### src/rtl/btpc_pkg.sv
// shared types and constants for the barometric compensation block
package btpc_pkg;

    localparam int unsigned CAL_W     = 48;
    localparam int unsigned RAW_W     = 20;
    localparam int unsigned NUM_REGS  = 4;
    localparam int unsigned IDX_W     = 2;
    localparam int unsigned CFG_IDX_W = 8;
    localparam int unsigned FIFO_DEPTH = 8;
    localparam int unsigned DIV_BITS  = 64;

    localparam logic [CFG_IDX_W-1:0] REG_TEMP   = 8'd0;
    localparam logic [CFG_IDX_W-1:0] REG_PRESSA = 8'd1;
    localparam logic [CFG_IDX_W-1:0] REG_PRESSB = 8'd2;
    localparam logic [CFG_IDX_W-1:0] REG_PRESSC = 8'd3;

    // item carried from the front part to the back part
    typedef struct packed {
        logic signed [31:0] fine;
        logic        [RAW_W-1:0] adc_p;
    } t_item;

    // calibration words
    typedef struct packed {
        logic        [15:0] t1;
        logic signed [15:0] t2;
        logic signed [15:0] t3;
        logic        [15:0] p1;
        logic signed [15:0] p2;
        logic signed [15:0] p3;
        logic signed [15:0] p4;
        logic signed [15:0] p5;
        logic signed [15:0] p6;
        logic signed [15:0] p7;
        logic signed [15:0] p8;
        logic signed [15:0] p9;
    } t_calib;

endpackage

### src/rtl/btpc_fifo.sv
// short queue between the front and back parts
module btpc_fifo
    import btpc_pkg::*;
#(
    parameter int unsigned DEPTH = FIFO_DEPTH
)
(
    input  logic  i_clk,
    input  logic  i_rst_n,
    input  logic  i_push,
    input  t_item i_data,
    input  logic  i_pop,
    output t_item o_data,
    output logic  o_empty,
    output logic [$clog2(DEPTH+1)-1:0] o_count
);

    localparam int unsigned AW = $clog2(DEPTH);

    t_item r_mem [DEPTH];
    logic [AW-1:0] r_wp, r_rp;
    logic [$clog2(DEPTH+1)-1:0] r_cnt;

    // pointers and count
    always_ff @(posedge i_clk) begin
        if (!i_rst_n) begin
            r_wp  <= '0;
            r_rp  <= '0;
            r_cnt <= '0;
        end else begin
            if (i_push) r_wp <= AW'((r_wp + 1'b1) % DEPTH);
            if (i_pop)  r_rp <= AW'((r_rp + 1'b1) % DEPTH);
            r_cnt <= r_cnt + (i_push ? 1'b1 : 1'b0) - (i_pop ? 1'b1 : 1'b0);
        end
    end

    // storage
    always_ff @(posedge i_clk) begin
        if (i_push) r_mem[r_wp] <= i_data;
    end

    assign o_data  = r_mem[r_rp];
    assign o_empty = (r_cnt == '0);
    assign o_count = r_cnt;

endmodule

### config.mk
export PLATFORM = sky130hd
export DESIGN_NAME = btpc_fifo
export DESIGN_NICKNAME = d
export VERILOG_FILES = /design/src/rtl/btpc_pkg.sv /design/src/rtl/btpc_fifo.sv
export SDC_FILE = /design/constraint.sdc
export NUM_CORES = 1
export LEC_CHECK = 0
export BUFFER_PORTS_ARGS = -buffer_cell sky130_fd_sc_hd__buf_2
export CORE_ASPECT_RATIO = 1.1
export CORE_MARGIN = 4
export CORE_UTILIZATION = 64
export CTS_CLUSTER_DIAMETER = 120
export DETAILED_ROUTE_END_ITERATION = 8
export GPL_TIMING_DRIVEN = 1
export PLACE_DENSITY_LB_ADDON = 0.2
export SETUP_SLACK_MARGIN = 0.15
export SYNTH_ARGS = -nofsm -noshare
export SYNTH_HDL_FRONTEND = slang
export SYNTH_SLANG_ARGS = --single-unit
export TNS_END_PERCENT = 5
### constraint.sdc
create_clock -name i_clk -period 14.22 [get_ports i_clk]
set_input_delay 0 -clock i_clk [delete_from_list [all_inputs] [get_ports i_clk]]
set_output_delay 0 -clock i_clk [all_outputs]
set_load 0.03 [all_outputs]
; ---- After elaboration in Yosys (flattened, before gate mapping)
; Memories as Yosys holds them, arrays and structs flattened. A register that Yosys moved wholly into a read port is not among the register bits.
; Index checks and enable logic that the tools add are counted.
; W data, S select, Z words.
[classes]
add_sub_neg = 4
n_mux = 6
reduce_logical = 1
[op_table]
columns = operator, count
row1 = $add A3 B1 Y3 const B, 2
row2 = $mux W3, 2
row3 = $add A4 B1 Y4, 1
row4 = $logic_not A4 Y1, 1
row5 = $mux W1, 4
row6 = $sub A4 B1 Y4, 1
[word_totals]
ff_bits = 10
mem_bits_rw = 416
out_inout_bits = 57
wordCells = 15
n_memories = 1
[mem_list]
columns = memory, depth, word_bits, read_ports, rd_clocked_by_memory_dff, wr, line
row1 = r_mem, 8, 52, 1, 1, 1, btpc_fifo.sv:20  ; t_item r_mem [DEPTH];

; ---- Logic depth before layout (Yosys ltp)
[depth]
word_depth = 3
ltp_mapped = 8
mapped_depth_nobuf = 8

; ---- Worst setup path after synthesis
; No wires, ideal clock.
[synth_timing]
path_kind = register -> register
start = register r_wp[2]
end = memory r_mem[0][0] in the netlist's numbering (enable)
setup_ns = 0.526
arrival_ns = 4.042
setup_slack_ns = 9.652
stages_incl_launch_ff = 3
path_buffers = 0
period_less_slack_ns = 4.568
cell_sequence = dfxtp_1 -> nand2b_1 -> nor3_1
[synth_rtl]
columns = item, line
row1 = from (decl), btpc_fifo.sv:21  ; logic [AW-1:0] r_wp, r_rp;
row2 = from (signal assigned), btpc_fifo.sv:31  ; if (i_push) r_wp <= AW'((r_wp + 1'b1) % DEPTH);
row3 = to (decl), btpc_fifo.sv:20
; No word-level cell before the write port.

==> results.py <==
metrics = {
    "worst_setup_path": {
        "end_kind": "output pin",
        "worstPathArrival_ps": 3860,
        "worstPathRequired_ps": 14220,
        "r2r_start": "r_wp[1]$_SDFFE_PN0P_",
        "ff2ff_path_depth": 3,
        "reg2reg_slack_ps": 11840,
        "path_max_fanout": 40,
        "endpoint": "o_data[45]",
        "r2r-end": "r_mem[6][37]$_DFFE_PP_",
        "startpoint_type": "flip-flop",
        "worstSetupPathType": "flip-flop to output pin",
    },
    "cts": {
        "clkTransAtPathRegs_ps": 60,
        "cts_buffer_depth": 3,
        "h-tree-depth": 2,
        "clkSinkCount": 429,
        "cts_tree": "yes",
        "cts_root_buf": "clkbuf_16",
        "cts_inserted_buffers": 40,
        "insertion_delay_ps": 530,
    },
    "placement": {
        "numPortBuffers": 112,
        "dp_hpwl_mm": 16.6,
        "gp_congestion": 0.725,
    },
    "power": {
        "clkPwrFrac": 0.364,
        "power_w": 0.00272,
        "irDropWorstVdd_uv": 132,
        "intPower_w": 0.00210,
        "seqPwrFrac": 0.531,
        "switchingPower_w": 0.000615,
        "p_per_area_nw_per_um2": 144,
        "power_leakage_nw": 6.16,
        "swShare": 0.226,
        "p_comb_frac": 0.106,
    },
    "yosys": {
        "syn_inst": 669,
        "synth_fp_nets": 733,
        "yosysSeqAreaShare": 0.784,
        "syn-cell-area_um2": 16300,
        "ys_ff_latch": 429,
        "avgSynthCellArea_um2": 24.3,
        "yosysWarnings": 0,
        "synthDistinctLibCells": 25,
    },
    "detailed_routing": {
        "drtAntennaViolNets": 0,
        "wire_per_inst_um": 26.2,
        "routed_wl_mm": 31.5,
        "drtPass1Iterations": 4,
        "num_vias": 7460,
        "drc": 0,
        "viasPerCell": 6.21,
        "drt_iter0_drc": 674,
    },
    "floorplan": {
        "start_util": 0.656,
        "rows": 60,
        "die-area_um2": 28000,
        "pin_count": 113,
        "die_x_um": 160,
        "die_h_um": 175,
        "core_um2": 24800,
    },
    "grt": {
        "antenna_found_initial": 1,
        "grt_usage": 0.232,
        "grt_pass1_vias": 8104,
        "grt_pass1_wl_mm": 49.0,
        "gr-total-overflow": 0,
        "grt_max_degree": 63,
    },
    "cells_and_area": {
        "syn2layout_area_growth_pct": 16.5,
        "layout.nets": 925,
        "utilization": 0.764,
        "drive_gt1_frac": 0.384,
        "layout_commonest_cell": "edfxtp_1",
        "final_cell_mix": "416 x edfxtp_1, 112 x buf_2, 99 x mux4_2",
    },
    "sta": {
        "fmax_mhz": 259,
        "rsz0062_at_grt": "no",
        "period_needed_ps": 3860,
        "finalHoldViolCount": 0,
        "setup_tns_ps": 0,
        "worstMarginPinSlew_ps": 899,
        "fin_skew_ps": 15.3,
        "maxSlewViolCount": 0,
        "setup_viol": 0,
        "final.period_utilization": 0.272,
        "slew_headroom": 0.401,
    },
    "hold_path": {
        "hp-class": "primary input to flip-flop",
    },
    "run": {
        "maxCapViolations": 0,
    },
    "outcome": {
        "outcome": "completed",
    },
}
registers in the layout, indices dropped and copies added (netlist names), named ones only:
signal,flops
r_wp,3
r_mem,416
o_count,4
r_rp,3
worst min-delay path by stage:
stage	start	end	slack (ps)	depth (start not counted)
global route	i_data[9]	r_mem[7][9]$_DFFE_PP_	280	2
CTS	i_data[22]	r_mem[4][22]$_DFFE_PP_	260	2
detailed placement	i_data[37]	r_mem[2][37]$_DFFE_PP_	270	1
global placement	i_data[15]	r_mem[2][15]$_DFFE_PP_	250	1
finish	i_data[23]	r_mem[7][23]$_DFFE_PP_	280	2
floorplan	i_data[0]	r_mem[0][0]$_DFFE_PP_	100	0
critical path, cell delays in order, from the launching register on:
cell	delay, ps
dfxtp_4	720
buf_4	680
buf_4	730
mux4_1	670
mux2_2	280
buf_2	180
Yosys cell counts, drive strengths merged:
cell type  count  area, µm²
edfxtp       416      12500
mux4         104       2360
mux2          52        586
buf           18        148
clkbuf        13       48.8
dfxtp         13        260
and2           7       43.8
ha             7       87.6
inv            7       26.3
nor2           6       22.5
nand2          5       18.8
nand2b         4       25.0
mux2i          3       30.0
nor2b          3       18.8
xnor2          3       26.3
nor3           2       10.0
xor2           2       17.5
a21o           1       7.51
a21oi          1       5.00
and3           1       6.26
fa             1       20.0
what timing repair did:
item	CTS	global route
endpoints found under the hold margin	429	0
gates resized for setup	0	0
hold buffers	55	0
buffers inserted	0	0
cell families after synthesis:
kind of cell    count (synthesis)  synth area share
compound gates                  2          0.000769
xor+xnor                        5           0.00269
fa+ha+maj                       8           0.00662
buf+inv                        38            0.0137
flops                         429             0.784
mux                           159             0.183
simple gates                   28           0.00893
final cells by class:
type / instances / area (µm²)
fillers: 1273 / 5840
inverters: 7 / 26.3
clock inverters: 19 / 154
clock buffers: 53 / 1050
diodes: 1 / 2.50
well taps: 310 / 388
multi-input cells: 202 / 3340
flip-flops and latches: 429 / 12800
repair buffers: 181 / 1220
power by group through the flow:
| stage | Combinational [W] | Sequential (W) | Clock (W) |
|---|---|---|---|
| floorplan | 0.000192 | 0.00147 | 0 |
| global placement | 0.000266 | 0.00147 | 0 |
| detailed placement | 0.000276 | 0.00147 | 0 |
| CTS | 0.000291 | 0.00144 | 0.00101 |
| global route | 0.000308 | 0.00145 | 0.00107 |
| finish | 0.000287 | 0.00144 | 0.000989 |
stage by stage:
stage / hold slack [ps] / instances / instance area [µm²] / setup WS, ps
finish: 278 / 1202 / 18900 / 10360
global route: 282 / 1202 / 18900 / 10000
CTS: 258 / 1201 / 18900 / 10210
detailed placement: 268 / 1074 / 17200 / 10760
global placement: 247 / 1074 / 17200 / 10810
floorplan: 98.9 / 669 / 16300 / 9650
per-layer routing:
layer | track usage | vias up | part of all wire
met4 | 0.0520 | 0 | 0.017
met3 | 0.0429 | 42 | 0.053
met2 | 0.409 | 249 | 0.54
li1 | - | 3220 | -
met5 | 0 | - | 0
met1 | 0.309 | 3949 | 0.39
Note: power is estimated with default switching activity, not from simulation.
