$ cat src/rtl/btpc_pkg.sv
// shared types and constants for the barometric compensation block
package btpc_pkg;

    localparam int unsigned CAL_W     = 48;
    localparam int unsigned RAW_W     = 20;
    localparam int unsigned NUM_REGS  = 4;
    localparam int unsigned IDX_W     = 2;
    localparam int unsigned CFG_IDX_W = 8;
    localparam int unsigned FIFO_DEPTH = 8;
    localparam int unsigned DIV_BITS  = 64;

    localparam logic [CFG_IDX_W-1:0] REG_TEMP   = 8'd0;
    localparam logic [CFG_IDX_W-1:0] REG_PRESSA = 8'd1;
    localparam logic [CFG_IDX_W-1:0] REG_PRESSB = 8'd2;
    localparam logic [CFG_IDX_W-1:0] REG_PRESSC = 8'd3;

    // item carried from the front part to the back part
    typedef struct packed {
        logic signed [31:0] fine;
        logic        [RAW_W-1:0] adc_p;
    } t_item;

    // calibration words
    typedef struct packed {
        logic        [15:0] t1;
        logic signed [15:0] t2;
        logic signed [15:0] t3;
        logic        [15:0] p1;
        logic signed [15:0] p2;
        logic signed [15:0] p3;
        logic signed [15:0] p4;
        logic signed [15:0] p5;
        logic signed [15:0] p6;
        logic signed [15:0] p7;
        logic signed [15:0] p8;
        logic signed [15:0] p9;
    } t_calib;

endpackage

$ cat src/rtl/btpc_front.sv
// front part: temperature compensation, three registered stages
module btpc_front
    import btpc_pkg::*;
(
    input  logic              i_clk,
    input  logic              i_rst_n,
    input  logic              i_en,
    input  logic              i_valid,
    input  logic [RAW_W-1:0]  i_adc_t,
    input  logic [RAW_W-1:0]  i_adc_p,
    input  t_calib            i_cal,
    output logic              o_valid,
    output t_item             o_item
);

    logic        [2:0]  r_vld;
    logic signed [31:0] r_a, r_b;
    logic signed [31:0] r_tv1, r_bb;
    logic signed [31:0] r_fine;
    logic [RAW_W-1:0]   r_p0, r_p1, r_p2;

    logic signed [31:0] n_a, n_b, n_tv1, n_bb, n_t2m, n_fine;

    // temperature arithmetic, 32-bit wrapping
    always_comb begin
        n_a   = $signed({15'd0, i_adc_t[19:3]}) - $signed({15'd0, i_cal.t1, 1'b0});
        n_b   = $signed({16'd0, i_adc_t[19:4]}) - $signed({16'd0, i_cal.t1});
        n_tv1 = (r_a * 32'(i_cal.t2)) >>> 11;
        n_bb  = (r_b * r_b) >>> 12;
        n_t2m = (r_bb * 32'(i_cal.t3)) >>> 14;
        n_fine = r_tv1 + n_t2m;
    end

    // pipeline control
    always_ff @(posedge i_clk) begin
        if (!i_rst_n) begin
            r_vld <= '0;
        end else if (i_en) begin
            r_vld <= {r_vld[1:0], i_valid};
        end
    end

    // pipeline payload
    always_ff @(posedge i_clk) begin
        if (i_en) begin
            r_a    <= n_a;
            r_b    <= n_b;
            r_p0   <= i_adc_p;
            r_tv1  <= n_tv1;
            r_bb   <= n_bb;
            r_p1   <= r_p0;
            r_fine <= n_fine;
            r_p2   <= r_p1;
        end
    end

    assign o_valid      = r_vld[2];
    assign o_item.fine  = r_fine;
    assign o_item.adc_p = r_p2;

endmodule

$ cat config.mk
export PLATFORM = sky130hd
export DESIGN_NAME = btpc_front
export DESIGN_NICKNAME = d
export VERILOG_FILES = /design/src/rtl/btpc_pkg.sv /design/src/rtl/btpc_front.sv
export SDC_FILE = /design/constraint.sdc
export NUM_CORES = 2
export LEC_CHECK = 0
export ABC_CLOCK_PERIOD_IN_PS = 14300
export BUFFER_PORTS_ARGS = -buffer_cell sky130_fd_sc_hd__buf_2
export CORE_ASPECT_RATIO = 1.2
export CORE_MARGIN = 10
export CORE_UTILIZATION = 40
export CTS_BUF_LIST = sky130_fd_sc_hd__clkbuf_4 sky130_fd_sc_hd__clkbuf_8 sky130_fd_sc_hd__clkbuf_16
export DETAILED_ROUTE_END_ITERATION = 10
export SETUP_SLACK_MARGIN = 0.05
export SYNTH_ARGS = -nofsm -noshare
export SYNTH_HDL_FRONTEND = slang
export SYNTH_SLANG_ARGS = --single-unit
$ cat constraint.sdc
create_clock -name i_clk -period 14.3 [get_ports i_clk]
set_input_delay 0.715 -clock i_clk [delete_from_list [all_inputs] [get_ports i_clk]]
set_output_delay 0.715 -clock i_clk [all_outputs]
set_load 0.005 [all_outputs]
======== Word level (Yosys, flattened, before mapping) ========
Cells that the tools add are included.
word-level totals
  flip-flop bits (word level) ............. 200
  latch bits .............................. 0
  memory bits (writable) .................. 0
  bits in read-only memories .............. 0
  input port bits ......................... 236
  output and inout port bits .............. 53
  logic and storage cells ................. 15
  memories kept ........................... 0
cells by class
  add/subtract/negate cells ............... 3
  multipliers ............................. 3
  div/mod/pow operators ................... 0
  order comparisons ....................... 0
  eq/ne operators ......................... 0
  shifts and indexed selects .............. 0
  mux-type cells .......................... 0
  bitwise gates (word level) .............. 0
  reduce and logical (&&, ||, !) cells .... 0
operators with widths
  kind                          number
  multiplier 20 x 16 -> 32 bit  1
  multiplier 32 x 16 -> 32 bit  1
  multiplier 32 x 32 -> 32 bit  1
  adder 21 x 18 -> 22 bit       1
  subtractor 17 x 17 -> 18 bit  1
  subtractor 16 x 16 -> 17 bit  1

======== Depth between registers and ports, before layout ========
  word-level depth ........................ 2
  mapped depth ............................ 33
  gate-level depth less buffers ........... 31

======== Worst setup path after synthesis ========
No wires, ideal clock.
  kind .................................... input -> register
  start point ............................. in i_cal[145] (netlist name)
  end point ............................... reg r_fine[20] (data pin)
  library setup time ...................... 258 ps
  arrival ................................. 7881 ps
  required time ........................... 14042 ps
  slack ................................... 6161 ps
  stages .................................. 31
  buffers on the path ..................... 2
  cells stage by stage .................... clkbuf_1 > clkbuf_1 > nand2_1 > fa_1 > fa_1 > fa_1 > inv_1 > fa_1 > fa_1 > inv_1 > fa_1 > inv_1 > ha_1 > a21o_1 > a21oi_1 > o2bb2ai_1 > o2111ai_1 > a21boi_1 > o21a_1 > o21a_1 > nor2_1 > xnor2_1 > ha_1 > o21a_1 > nor2_1 > a311oi_1 > a2111oi_2 > nor3_1 > or4_1 > a21oi_2 > xnor2_1
on the way
  cells in the longest elaborated chain, start to end .. 2
RTL lines
  what                          RTL line          RTL
  start: declaration            btpc_front.sv:11  input t_calib i_cal,
  multiplier 20 x 16 -> 32 bit  btpc_front.sv:30  n_t2m = (r_bb * 32'(i_cal.t3)) >>> 14;
  adder 21 x 18 -> 22 bit       btpc_front.sv:31  n_fine = r_tv1 + n_t2m;
  named net n_fine[20]          btpc_front.sv:22  logic signed [31:0] n_a, n_b, n_tv1, n_bb, n_t2m, n_fine;
  end signal: assignment        btpc_front.sv:52  r_fine <= n_fine;
  end: declaration              btpc_front.sv:19  logic signed [31:0] r_fine;
The timed path passes the listed nets, and every way through them passes these cells.
A chain may end at the register's enable or synchronous reset.

======== Final worst setup path ========
  start point ............................. reg r_bb[7]
  end point ............................... reg r_fine[20] (data pin)
on the way
  cells in the longest elaborated chain, start to end .. 2
RTL lines
  what                          RTL line          RTL
  start: declaration            btpc_front.sv:18  logic signed [31:0] r_tv1, r_bb;
  start signal: assignment      btpc_front.sv:50  r_bb <= n_bb;
  multiplier 20 x 16 -> 32 bit  btpc_front.sv:30
  adder 21 x 18 -> 22 bit       btpc_front.sv:31
  named net n_fine[20]          btpc_front.sv:22
The timed path passes the listed nets, and every way through them passes these cells.

==> impl_metrics.yaml <==
yosys:
  synth-edff-count: 141
  async_flop_share_pct: 0
  synth.net_count: 5326
  syn_area_sq_um: 37800
  ys_ff_latch: 144
  synthTopCellsByArea: "fa_1, edfxtp_1, inv_1"
  syn_avg_cell_area_sq_um: 9.74
  seq_area_frac_synth_pct: 11.4
  yosysTopAreaCell: "fa_1"
  synthFlopType: "edfxtp_1"
  synth_cell_types: 63
  netlist.area_leader.share_pct: 46.3
  synthCells: 3885
  synth_warnings: 0
clock_network:
  cts_resized: 0
  cts_max_path_buffers: 2
  clk_latency_ns: 0.46
  hold_buffers: 0
  postCtsSetupBuffers: 0
  cts.sinks: 144
  clk_pin_slew_ns: 0.08
  cts_max_level: 4
  cts_made_buffers: 17
  cts-root-buf: "clkbuf_16"
  cts_tree: "done"
route:
  wl_per_cell_um: 16.5
  wl_um: 86000
  vias_per_cell: 4.74
  drt_iter0_drc: 1129
  first_pass_iters: 6
  antenna_left: 0
  drcViolationCount: 0
  num_vias: 24665
sta:
  max_freq_ghz: 0.108
  tightest_slew_ns: 1.15
  rsz0062_at_grt: "no"
  finalHoldViolations: 0
  finalCritPeriodShare_pct: 64.8
  setup_viol: 0
  period_minus_slack_ns: 9.27
  skew_ns: 0.0128
  relSlewSlack_pct: 23.1
  drv_slew: 0
  finalSetupTns_ns: 0
critical_path:
  ff2ff_setup_slack_ns: 5.03
  crit_path_top_delay_cell: "edfxtp_1"
  max_stage_delay_ns: 0.90
  cp_data_required_time_ns: 14.52
  critPathMaxFanout: 16
  cp_data_arrival_time_ns: 9.49
  endpoint_kind: "flip-flop"
  critPathLaunchType: "flip-flop"
  path_class: "flip-flop to flip-flop"
die:
  die_area_sq_um: 107000
  fp.dieH_um: 357
  dieWidth_um: 301
  rows: 123
  io-pin-count: 289
  start_util_pct: 40.4
  core-area_sq_um: 93700
grt:
  grt_pass1_wl_um: 143000
  grt_use_met1_pct: 20.8
  grt_overflow: 0
  grt_most_used_layer: "met2"
  grt_pass1_vias: 27401
  grt_max_degree: 63
  track_usage_pct: 16.9
  antenna_found_initial: 7
  grt_use_met3_pct: 2.24
  met2_usage_pct: 30.7
cells_and_area:
  finalNetCount: 5377
  area_growth_pct: 6.76
  seq_area_sq_um: 4290
  num-fill-cells: 9157
  final_area_sq_um: 40400
  drive_above_1_share_pct: 5.44
  multiInputGateArea_sq_um: 28700
placement:
  place_area_sq_um: 39800
  place.gp.congestion: 0.834
  hpwl_um: 70700
  io_buffer_count: 141
outcome:
  status: "completed"
min_path:
  hp-class: "flip-flop to flip-flop"
run:
  maxCapViolations: 0
-- cells by family (layout without fill, tap and decap cells) --
| kind of cell | count (synthesis) | count (layout) | synth area share [%] |
|---|---|---|---|
| buffers and inverters | 1265 | 1329 | 12.7 |
| adder cells (fa/ha/maj) | 1205 | 1205 | 57.2 |
| AND/OR/NAND/NOR | 924 | 924 | 11.7 |
| AO/OA/AOI/OAI | 192 | 192 | 3.42 |
| XOR/XNOR | 151 | 151 | 3.50 |
| flip-flops | 144 | 144 | 11.4 |
| multiplexers | 4 | 4 | 0.109 |
| other | 0 | 2 | 0 |
-- per-stage QoR --
step                      utilization [%]  instances  hold slack, ns  setup WS (ns)
final                                43.1       5201           0.417           5.03
after global routing                 43.1       5200           0.389           4.71
after CTS                            43.1       5199           0.384           4.97
after detailed placement             42.4       5167           0.405           4.72
after global placement               42.4       5167           0.400           4.73
after floorplan                         -       3885           0.400           6.16
-- layout make-up --
class	instances	area share (%)
tap	1250	3.87
clock buffer	17	1.05
timing repair buffer	169	2.28
clock inverter	15	0.483
multi-input combinational	2476	71.2
inverter	1128	10.5
sequential	144	10.6
antenna	2	0.0124
-- cell usage after synthesis, drive strengths merged (8+ instances only) --
| cell | n |
|---|---|
| inv | 1128 |
| fa | 874 |
| nand2 | 442 |
| ha | 331 |
| and2 | 291 |
| edfxtp | 141 |
| clkbuf | 124 |
| xnor2 | 118 |
| nor2 | 81 |
| a21oi | 52 |
| o21ai | 33 |
| xor2 | 33 |
| a21o | 22 |
| nand2b | 19 |
| nor3 | 19 |
| nand3 | 18 |
| nor2b | 14 |
| buf | 13 |
| o21a | 10 |
| a211oi | 9 |
| nand4 | 9 |
| o21bai | 9 |
| and3 | 8 |
-- final timing paths --
kind                            cells after the start     start          to
worst max-delay path                               30   r_bb[7]  r_fine[20]
worst min register to register                      0  r_p0[17]    r_p1[17]
worst max register to register                     30   r_bb[7]  r_fine[20]
worst min-delay path                                0  r_p0[17]    r_p1[17]
-- metal layers --
layer	wire length (um)	part of all wire [%]
met4	1920	2.2
met2	45200	53
met1	35100	41
met5	9	0.010
met3	3660	4.3
-- critical path, delay by kind of cell, from the launching register on --
kind	cells	cell delay, ns
fa+ha+maj	8	3.78
buf+inv	6	0.33
simple gates	7	1.64
compound gates	7	1.78
xor+xnor	2	0.57
flops	1	0.90
-- flip-flops by register name (all words and copies together), names as in the netlist --
register / cells
r_p2: 20
r_bb: 20
r_p0: 20
r_vld: 3
r_p1: 20
r_fine: 22
r_tv1: 21
r_a: 18
-- cells in the final DEF (no fill, tap or decap), types with 22 or more instances in the layout --
master and instances:
nor2_1 81, fa_1 874, a21o_1 22, o21ai_0 23, a21oi_1 50, buf_4 28, nand2_1 442, inv_1 1128
ha_1 331, and2_1 291, xor2_1 33, xnor2_1 118, buf_2 140, edfxtp_1 141
Power is left out: the tool's default activity adds up to more than one toggle a clock period on the data nets, which glitch-free logic cannot reach.
